--- config.mk ---
export PLATFORM = sky130hd
export DESIGN_NAME = tap_tempo_beat_tracker
export DESIGN_NICKNAME = d
export VERILOG_FILES = /design/src/rtl/tt_pkg.sv /design/src/rtl/tt_div.sv /design/src/rtl/tap_tempo_beat_tracker.sv
export SDC_FILE = /design/constraint.sdc
export NUM_CORES = 2
export LEC_CHECK = 0
export BUFFER_PORTS_ARGS = -buffer_cell sky130_fd_sc_hd__buf_2
export CORE_MARGIN = 2
export CORE_UTILIZATION = 39
export DETAILED_ROUTE_END_ITERATION = 16
export PLACE_DENSITY = 0.52
export SETUP_SLACK_MARGIN = 0.2
export SYNTH_ARGS = -nofsm -noshare
export SYNTH_HDL_FRONTEND = slang
export SYNTH_SLANG_ARGS = --single-unit
--- constraint.sdc ---
create_clock -name clk -period 10.64 [get_ports clk]
set_input_delay 1.064 -clock clk [delete_from_list [all_inputs] [get_ports clk]]
set_output_delay 1.064 -clock clk [all_outputs]
set_load 0.01 [all_outputs]
--- src/rtl/tt_pkg.sv ---
// tt_pkg: shared types and constants for the tap tempo beat tracker
// used by tt_div and tap_tempo_beat_tracker; depends on nothing
package tt_pkg;

  localparam int HIST_DEPTH = 8;
  localparam int HIST_IDX_W = $clog2(HIST_DEPTH);
  localparam int FILL_W     = $clog2(HIST_DEPTH + 1);

  localparam int TS_W    = 40;
  localparam int FRAC_W  = 16;
  localparam int ANC_W   = 56;
  localparam int LEN_W   = 32;
  localparam int TMO_W   = 16;
  localparam int PHASE_W = 17;
  localparam int CNT_W   = 32;

  localparam int DIV_N_W = 56;
  localparam int DIV_D_W = 32;
  localparam int DIV_C_W = $clog2(DIV_N_W);

  localparam logic [LEN_W-1:0]   INIT_DUR_RST = 32'd65536000;
  localparam logic [TMO_W-1:0]   TIMEOUT_RST  = 16'd2000;
  localparam logic [LEN_W-1:0]   TEMPO_RST    = 32'd3932160;
  localparam logic [DIV_N_W-1:0] TEMPO_NUM    = 56'd60000 << 32;
  localparam logic [LEN_W-1:0]   SAT32        = '1;

  localparam int CFG_IDX_W = 1;
  typedef enum logic [CFG_IDX_W-1:0] {
    REG_INIT_DUR    = 1'b0,
    REG_TAP_TIMEOUT = 1'b1
  } cfg_reg_t;

  localparam logic CMD_TAP  = 1'b0;
  localparam logic CMD_TICK = 1'b1;

  typedef struct packed {
    logic            cmd;
    logic [TS_W-1:0] timestamp_ms;
  } evt_word_t;

  typedef struct packed {
    logic               beat_pulse;
    logic [LEN_W-1:0]   bpm_value;
    logic [CNT_W-1:0]   beat_total;
    logic [PHASE_W-1:0] beat_phase;
    logic               sync_updated;
  } res_word_t;

  typedef struct packed {
    logic               start;
    logic [DIV_N_W-1:0] dividend;
    logic [DIV_D_W-1:0] divisor;
  } div_req_t;

  typedef struct packed {
    logic               done;
    logic [DIV_N_W-1:0] quotient;
    logic [DIV_D_W-1:0] remainder;
  } div_rsp_t;

endpackage

--- src/rtl/tt_div.sv ---
// tt_div: restoring divider, one quotient bit per cycle, shared by all divisions
// depends on tt_pkg
module tt_div (
  input  logic              clk,
  input  logic              rst,
  input  tt_pkg::div_req_t  req,
  output tt_pkg::div_rsp_t  rsp
);

  logic                        busy;
  logic                        done;
  logic [tt_pkg::DIV_C_W-1:0]  cnt;
  logic [tt_pkg::DIV_N_W-1:0]  quo;
  logic [tt_pkg::DIV_D_W-1:0]  rem;
  logic [tt_pkg::DIV_D_W-1:0]  dvs;
  logic [tt_pkg::DIV_D_W:0]    trial;
  logic                        fits;

  assign trial = {rem, quo[tt_pkg::DIV_N_W-1]};
  assign fits  = trial >= {1'b0, dvs};

  always_ff @(posedge clk) begin
    if (rst) begin
      busy <= 1'b0;
      done <= 1'b0;
      cnt  <= '0;
    end else begin
      done <= 1'b0;
      if (req.start) begin
        busy <= 1'b1;
        cnt  <= '0;
      end else if (busy) begin
        cnt <= cnt + 1'b1;
        if (cnt == tt_pkg::DIV_C_W'(tt_pkg::DIV_N_W - 1)) begin
          busy <= 1'b0;
          done <= 1'b1;
        end
      end
    end
  end

  always_ff @(posedge clk) begin
    if (req.start) begin
      quo <= req.dividend;
      dvs <= req.divisor;
      rem <= '0;
    end else if (busy) begin
      quo <= {quo[tt_pkg::DIV_N_W-2:0], fits};
      rem <= fits ? tt_pkg::DIV_D_W'(trial - {1'b0, dvs}) : trial[tt_pkg::DIV_D_W-1:0];
    end
  end

  assign rsp.done      = done;
  assign rsp.quotient  = quo;
  assign rsp.remainder = rem;

endmodule

--- src/rtl/tap_tempo_beat_tracker.sv ---
// tap_tempo_beat_tracker: tap tempo estimation and beat phase tracking
// depends on tt_pkg and tt_div
//
//   channel | dir | payload                        | handshake
//   evt     | in  | cmd, timestamp_ms              | evt_valid / evt_ready
//   res     | out | pulse, bpm, total, phase, sync | res_valid / res_ready
//   cfg     | in  | cfg_index, cfg_data            | cfg_valid / cfg_ready
//
// a tempo-updating tap or a tick with elapsed time makes two 56-step passes through
// the shared bit-serial divider between one accept and the next
// a tap with fewer than two taps held makes none, a tick at or before the anchor one,
// a skipped tick none; a write of initial_duration makes one before the next word
// reset is synchronous; evt and cfg are not ready while an item is in work
// a finished word waits in the output register; the next word stalls behind it
module tap_tempo_beat_tracker (
  input  logic                            clk,
  input  logic                            rst,
  input  logic                            evt_valid,
  output logic                            evt_ready,
  input  tt_pkg::evt_word_t               evt_data,
  output logic                            res_valid,
  input  logic                            res_ready,
  output tt_pkg::res_word_t               res_data,
  input  logic                            cfg_valid,
  output logic                            cfg_ready,
  input  logic [tt_pkg::CFG_IDX_W-1:0]    cfg_index,
  input  logic [tt_pkg::LEN_W-1:0]        cfg_data
);

  typedef enum logic [7:0] {
    S_IDLE      = 8'b0000_0001,
    S_SPAN      = 8'b0000_0010,
    S_DIV_LEN   = 8'b0000_0100,
    S_DIV_TEMPO = 8'b0000_1000,
    S_DIFF      = 8'b0001_0000,
    S_DIV_BEAT  = 8'b0010_0000,
    S_DIV_PHASE = 8'b0100_0000,
    S_FINISH    = 8'b1000_0000
  } state_t;

  state_t state;

  logic [tt_pkg::TS_W-1:0]    hist [tt_pkg::HIST_DEPTH];
  logic [tt_pkg::FILL_W-1:0]  fill;
  logic [tt_pkg::TS_W-1:0]    last_tap;
  logic [tt_pkg::TMO_W-1:0]   timeout;
  logic [tt_pkg::LEN_W-1:0]   beat_length;
  logic [tt_pkg::LEN_W-1:0]   tempo;
  logic [tt_pkg::ANC_W-1:0]   anchor;
  logic                       ticking;
  logic [tt_pkg::CNT_W-1:0]   counter;
  logic [tt_pkg::PHASE_W-1:0] phase;
  logic [tt_pkg::ANC_W-1:0]   now;
  logic                       pulse;
  logic                       synced;
  logic                       from_cfg;

  tt_pkg::div_req_t div_req;
  tt_pkg::div_rsp_t div_rsp;

  logic                       idle;
  logic                       evt_take;
  logic                       cfg_take;
  logic                       res_load;
  logic [tt_pkg::TS_W-1:0]    ts;
  logic [tt_pkg::TS_W-1:0]    gap;
  logic [tt_pkg::FILL_W-1:0]  fill_eff;
  logic [tt_pkg::TS_W-1:0]    span;
  logic [tt_pkg::LEN_W-1:0]   len_sat;
  logic [tt_pkg::DIV_D_W:0]   rbeat;

  assign idle      = state == S_IDLE;
  assign cfg_ready = idle;
  assign evt_ready = idle && !cfg_valid;
  assign cfg_take  = cfg_valid && cfg_ready;
  assign evt_take  = evt_valid && evt_ready;
  assign res_load  = state == S_FINISH && (!res_valid || res_ready);

  assign ts       = evt_data.timestamp_ms;
  assign gap      = ts - last_tap;
  assign fill_eff = (fill != '0 && ts >= last_tap &&
                     gap >= tt_pkg::TS_W'(timeout)) ? '0 : fill;
  assign span     = (last_tap >= hist[0]) ? last_tap - hist[0] : '0;
  assign len_sat  = (div_rsp.quotient[tt_pkg::DIV_N_W-1:tt_pkg::LEN_W] != '0) ?
                    tt_pkg::SAT32 : div_rsp.quotient[tt_pkg::LEN_W-1:0];
  assign rbeat    = {1'b0, div_rsp.remainder} + 1'b1;

  always_comb begin
    div_req = '0;
    unique case (state)
      S_IDLE: begin
        if (cfg_take && cfg_index == tt_pkg::REG_INIT_DUR) begin
          div_req.start    = 1'b1;
          div_req.dividend = tt_pkg::TEMPO_NUM;
          div_req.divisor  = cfg_data;
        end
      end
      S_SPAN: begin
        if (fill >= tt_pkg::FILL_W'(2)) begin
          div_req.start    = 1'b1;
          div_req.dividend = {span, {tt_pkg::FRAC_W{1'b0}}};
          div_req.divisor  = tt_pkg::DIV_D_W'(fill - 1'b1);
        end
      end
      S_DIV_LEN: begin
        div_req.start    = div_rsp.done;
        div_req.dividend = tt_pkg::TEMPO_NUM;
        div_req.divisor  = len_sat;
      end
      S_DIFF: begin
        div_req.start    = 1'b1;
        div_req.divisor  = beat_length;
        div_req.dividend = (now > anchor) ? now + ~anchor : '0;
      end
      S_DIV_BEAT: begin
        div_req.start    = div_rsp.done;
        div_req.dividend = tt_pkg::DIV_N_W'({rbeat, {tt_pkg::FRAC_W{1'b0}}});
        div_req.divisor  = beat_length;
      end
      S_DIV_TEMPO, S_DIV_PHASE, S_FINISH: begin
        div_req = '0;
      end
      default: begin
        div_req = '0;
      end
    endcase
  end

  tt_div u_div (
    .clk (clk),
    .rst (rst),
    .req (div_req),
    .rsp (div_rsp)
  );

  always_ff @(posedge clk) begin
    if (rst) begin
      state       <= S_IDLE;
      fill        <= '0;
      timeout     <= tt_pkg::TIMEOUT_RST;
      beat_length <= tt_pkg::INIT_DUR_RST;
      tempo       <= tt_pkg::TEMPO_RST;
      anchor      <= '0;
      ticking     <= 1'b0;
      counter     <= '0;
      phase       <= '0;
      from_cfg    <= 1'b0;
    end else begin
      unique case (state)
        S_IDLE: begin
          if (cfg_take) begin
            case (cfg_index)
              tt_pkg::REG_INIT_DUR: begin
                beat_length <= cfg_data;
                from_cfg    <= 1'b1;
                state       <= S_DIV_TEMPO;
              end
              default: begin
                timeout <= cfg_data[tt_pkg::TMO_W-1:0];
              end
            endcase
          end else if (evt_take) begin
            now      <= {ts, {tt_pkg::FRAC_W{1'b0}}};
            from_cfg <= 1'b0;
            if (evt_data.cmd == tt_pkg::CMD_TAP) begin
              pulse    <= 1'b1;
              synced   <= 1'b0;
              anchor   <= {ts, {tt_pkg::FRAC_W{1'b0}}};
              last_tap <= ts;
              if (fill_eff >= tt_pkg::FILL_W'(tt_pkg::HIST_DEPTH)) begin
                for (int i = 0; i < tt_pkg::HIST_DEPTH - 1; i++) begin
                  hist[i] <= hist[i+1];
                end
                hist[tt_pkg::HIST_DEPTH-1] <= ts;
                fill <= tt_pkg::FILL_W'(tt_pkg::HIST_DEPTH);
              end else begin
                hist[fill_eff[tt_pkg::HIST_IDX_W-1:0]] <= ts;
                fill <= fill_eff + 1'b1;
              end
              state <= S_SPAN;
            end else if (beat_length == '0) begin
              pulse  <= 1'b0;
              synced <= 1'b0;
              state  <= S_FINISH;
            end else begin
              pulse  <= 1'b0;
              synced <= 1'b1;
              if (!ticking) begin
                ticking <= 1'b1;
                anchor  <= {ts, {tt_pkg::FRAC_W{1'b0}}};
                counter <= '0;
              end
              state <= S_DIFF;
            end
          end
        end
        S_SPAN: begin
          state <= (fill >= tt_pkg::FILL_W'(2)) ? S_DIV_LEN : S_FINISH;
        end
        S_DIV_LEN: begin
          if (div_rsp.done) begin
            beat_length <= len_sat;
            state       <= S_DIV_TEMPO;
          end
        end
        S_DIV_TEMPO: begin
          if (div_rsp.done) begin
            tempo <= len_sat;
            state <= from_cfg ? S_IDLE : S_FINISH;
          end
        end
        S_DIFF: begin
          state <= (now > anchor) ? S_DIV_BEAT : S_DIV_PHASE;
        end
        S_DIV_BEAT: begin
          if (div_rsp.done) begin
            pulse   <= div_rsp.quotient != '0;
            counter <= counter + div_rsp.quotient[tt_pkg::CNT_W-1:0];
            anchor  <= now - tt_pkg::ANC_W'(rbeat);
            state   <= S_DIV_PHASE;
          end
        end
        S_DIV_PHASE: begin
          if (div_rsp.done) begin
            phase <= div_rsp.quotient[tt_pkg::PHASE_W-1:0];
            state <= S_FINISH;
          end
        end
        S_FINISH: begin
          if (res_load) begin
            state <= S_IDLE;
          end
        end
        default: begin
          state <= S_IDLE;
        end
      endcase
    end
  end

  always_ff @(posedge clk) begin
    if (rst) begin
      res_valid <= 1'b0;
    end else if (res_load) begin
      res_valid <= 1'b1;
    end else if (res_ready) begin
      res_valid <= 1'b0;
    end
  end

  always_ff @(posedge clk) begin
    if (res_load) begin
      res_data.beat_pulse   <= pulse;
      res_data.bpm_value    <= tempo;
      res_data.beat_total   <= counter;
      res_data.beat_phase   <= phase;
      res_data.sync_updated <= synced;
    end
  end

endmodule

==> flow_summary.ini <==
[timing]
maxSlewViolCount = 0
hold_violations = 0
worst_slack_ns = 3.428
slew_headroom = 0.2361
fmax_mhz = 138.7
tns_ns = 0
fin_crit_sh = 0.6778
rsz0062_at_grt = no
setup_viol_count_final = 0
whs_ns = 0.4237
max_slew.worst_pin.slew_ns = 1.146
skew_ns = 0.04324
finalCriticalPeriod_ns = 7.212

[synth]
synth_edf_count = 573
ys_seq_elements = 813
synth_area_per_cell_um2 = 10.08
synth_cells = 4629
ys_warn_count = 0
seq_area_frac_synth = 0.4715
ys.flop_type = edfxtp_1
synth_async_sr_flop_share = 0
syn-cell-area_mm2 = 0.04668
synth_cell_type_count = 105
syn_nets = 4935

[floorplan]
dieArea_mm2 = 0.1225
dieWidth_um = 350.0
die_h_um = 350.0
pin_count = 165
num_rows = 126
start_util = 0.3943
core_area_mm2 = 0.1184

[drt]
drc = 0
vias = 36970
drtIter0Drc = 3082
routed_wl_um = 160700
dr.pass1.iters = 5
routedWlPerCell_um = 25.22
viasPerCell = 5.800
postRouteAntennaNets = 0

[global_route]
grt_pass1_wl_um = 237000
antenna_found_initial = 4
grt_overflow = 0
grt_usage = 0.2590
grt_pass1_vias = 35310
grt_max_degree = 121

[clocking]
cts_resized = 0
cts.clk_slew.worst_paths_ns = 0.06
htreeDepth = 3
clk_latency_ns = 0.73
cts_buffer_depth = 3
cts_tree = yes
cts_root_buf = clkbuf_16
hold_buffers = 0
clock-sinks = 813
numCtsBuffers = 92
post-cts-setup-buffers = 0

[layout]
multi_input_area_mm2 = 0.02275
nFillCells = 11350
final_cells = 6373
drive_above_1_share = 0.1385
final_util = 0.4400
antenna_cells = 0
regArea_mm2 = 0.02201
layout.nets = 5001
area_growth_pct = 11.60

[place]
dp.cells = 6201
port_buffers = 164
gp_congestion = 0.9537
dp_slack_ns = 2.668
dp_hpwl_um = 118400

[outcome]
status = complete, no violations

[power]
peakVddDrop_mv = 0.1463
p_clk_frac = 0.315
netSwitchingPower_mw = 3.808
powerDensity_mw_per_mm2 = 201.4
combPwrFrac = 0.289
sw_frac_of_total = 0.3630
p_int_mw = 6.683
p_leak_nw = 19.13
seq_power_share = 0.396

[critical_path]
cp.arrival_ns = 7.55
critPathLaunchType = primary input
cp_slowest_stage_delay_ns = 0.89
slowest_stage = a41o_2
crit_path_end_kind = flip-flop
crit_fanout = 40
path_class = in -> reg
worstPathRequired_ns = 10.98

[run]
cap_violations = 0

[min_path]
holdCritPathClass = reg -> reg
[registers in the layout, indices dropped and copies added (netlist names), 16 cells and up]
register     flops
tempo           32
counter         32
phase           17
u_div.quo       56
timeout         16
res_data        83
hist           320
now             40
anchor          56
beat_length     32
u_div.dvs       32
last_tap        40
u_div.rem       32
[synthesized netlist by cell type (15+ instances only)]
cell / instances / area (um^2)
and2_1: 17 / 106.4
o21bai_1: 35 / 262.8
a22oi_1: 40 / 300.3
xnor2_1: 114 / 998.5
a221oi_1: 43 / 376.6
nand2b_1: 34 / 212.7
nand4_1: 62 / 387.9
a21o_1: 109 / 818.3
a21oi_1: 416 / 2082
or3_1: 24 / 150.1
ha_1: 222 / 2778
nor2_1: 384 / 1441
inv_1: 266 / 998.5
o31ai_1: 15 / 112.6
clkbuf_1: 195 / 732.0
and3_1: 29 / 181.4
nand3b_1: 16 / 120.1
nor3_1: 121 / 605.6
o311ai_0: 50 / 437.9
buf_6: 17 / 191.4
mux2_4: 28 / 420.4
o21ai_0: 176 / 880.8
buf_2: 21 / 105.1
a31oi_1: 52 / 325.3
nand3_1: 75 / 375.4
edfxtp_1: 573 / 17210
nand2_1: 387 / 1453
xor2_1: 98 / 858.3
mux2_2: 204 / 2297
nor2b_1: 25 / 156.4
o211ai_1: 98 / 735.7
dfxtp_1: 240 / 4805
nor4_1: 46 / 287.8
o21a_1: 37 / 277.8
a211oi_1: 89 / 668.1
[layer usage]
layer / part of all wire / vias to the layer above / track usage
li1: - / 17460 / -
met4: 0.051 / 4 / 0.1203
met1: 0.42 / 17980 / 0.3330
met2: 0.48 / 1242 / 0.4344
met5: 0.00024 / - / 0
met3: 0.049 / 284 / 0.03083
[power by group through the flow]
stage | clock [mW] | combinational (mW) | sequential [mW]
finish | 3.30 | 3.04 | 4.15
global route | 3.48 | 3.33 | 4.17
CTS | 3.37 | 3.01 | 4.14
detailed placement | 0 | 2.99 | 4.21
global placement | 0 | 2.98 | 4.20
floorplan | 0 | 2.18 | 3.94
[worst max-delay path: cells and delay by family]
family / cells / cell delay, ns
and+or+nand+nor: 10 / 2.15
xor gates and xnor gates: 1 / 0.34
buffers and inverters: 3 / 0.74
adders and majority gates: 3 / 0.94
AOI/OAI and AO/OA: 9 / 2.24
[logic make-up (layout without fill, tap and decap cells)]
| kind of cell | Yosys count | in the layout | synth area share |
|---|---|---|---|
| adders and majority gates | 227 | 227 | 0.06165 |
| muxes | 257 | 257 | 0.06395 |
| buffers and inverters | 512 | 656 | 0.04481 |
| DFF | 813 | 813 | 0.4715 |
| AOI/OAI and AO/OA | 1320 | 1320 | 0.1889 |
| and+or+nand+nor | 1288 | 1288 | 0.1294 |
| xor gates and xnor gates | 212 | 212 | 0.03978 |
[cell type report]
class,count,share of cell area
Clock buffer,125,0.04875
Clock inverter,47,0.01074
Inverter,268,0.01931
Timing Repair Buffer,216,0.02361
Tap cell,1600,0.03843
Multi-Input combinational cell,3304,0.4367
Sequential cell,813,0.4225
[metrics by stage]
step | instance area, um^2 | power (mW)
5_1_grt | 52100 | 10.97
2_1_floorplan | 46680 | 6.113
3_3_place_gp | 49000 | 7.188
3_5_place_dp | 49000 | 7.199
4_1_cts | 52100 | 10.52
6_report | 52100 | 10.49
[cell usage in the layout (no fill, tap or decap), drive strengths merged, types with 98 or more instances in the layout]
cell type and count:
ha 222, o211ai 98, buf 216, mux2 246
a21oi 418, o21ai 182, dfxtp 240, nor3 122
clkbuf 125, inv 274, a21o 109, nor2 385
edfxtp 573, xor2 98, nand2 388, xnor2 114
[path summary, 6_finish.rpt]
check | from | slack [ns] | end | cells past startpoint
max reg2reg | last_tap[0] | 3.66 | hist[6][5] | 24
min | synced | 0.42 | res_data[0] | 0
min reg2reg | synced | 0.42 | res_data[0] | 0
max | evt_data[0] | 3.43 | hist[6][5] | 26
No activity file was read; power rests on OpenSTA's default activity.
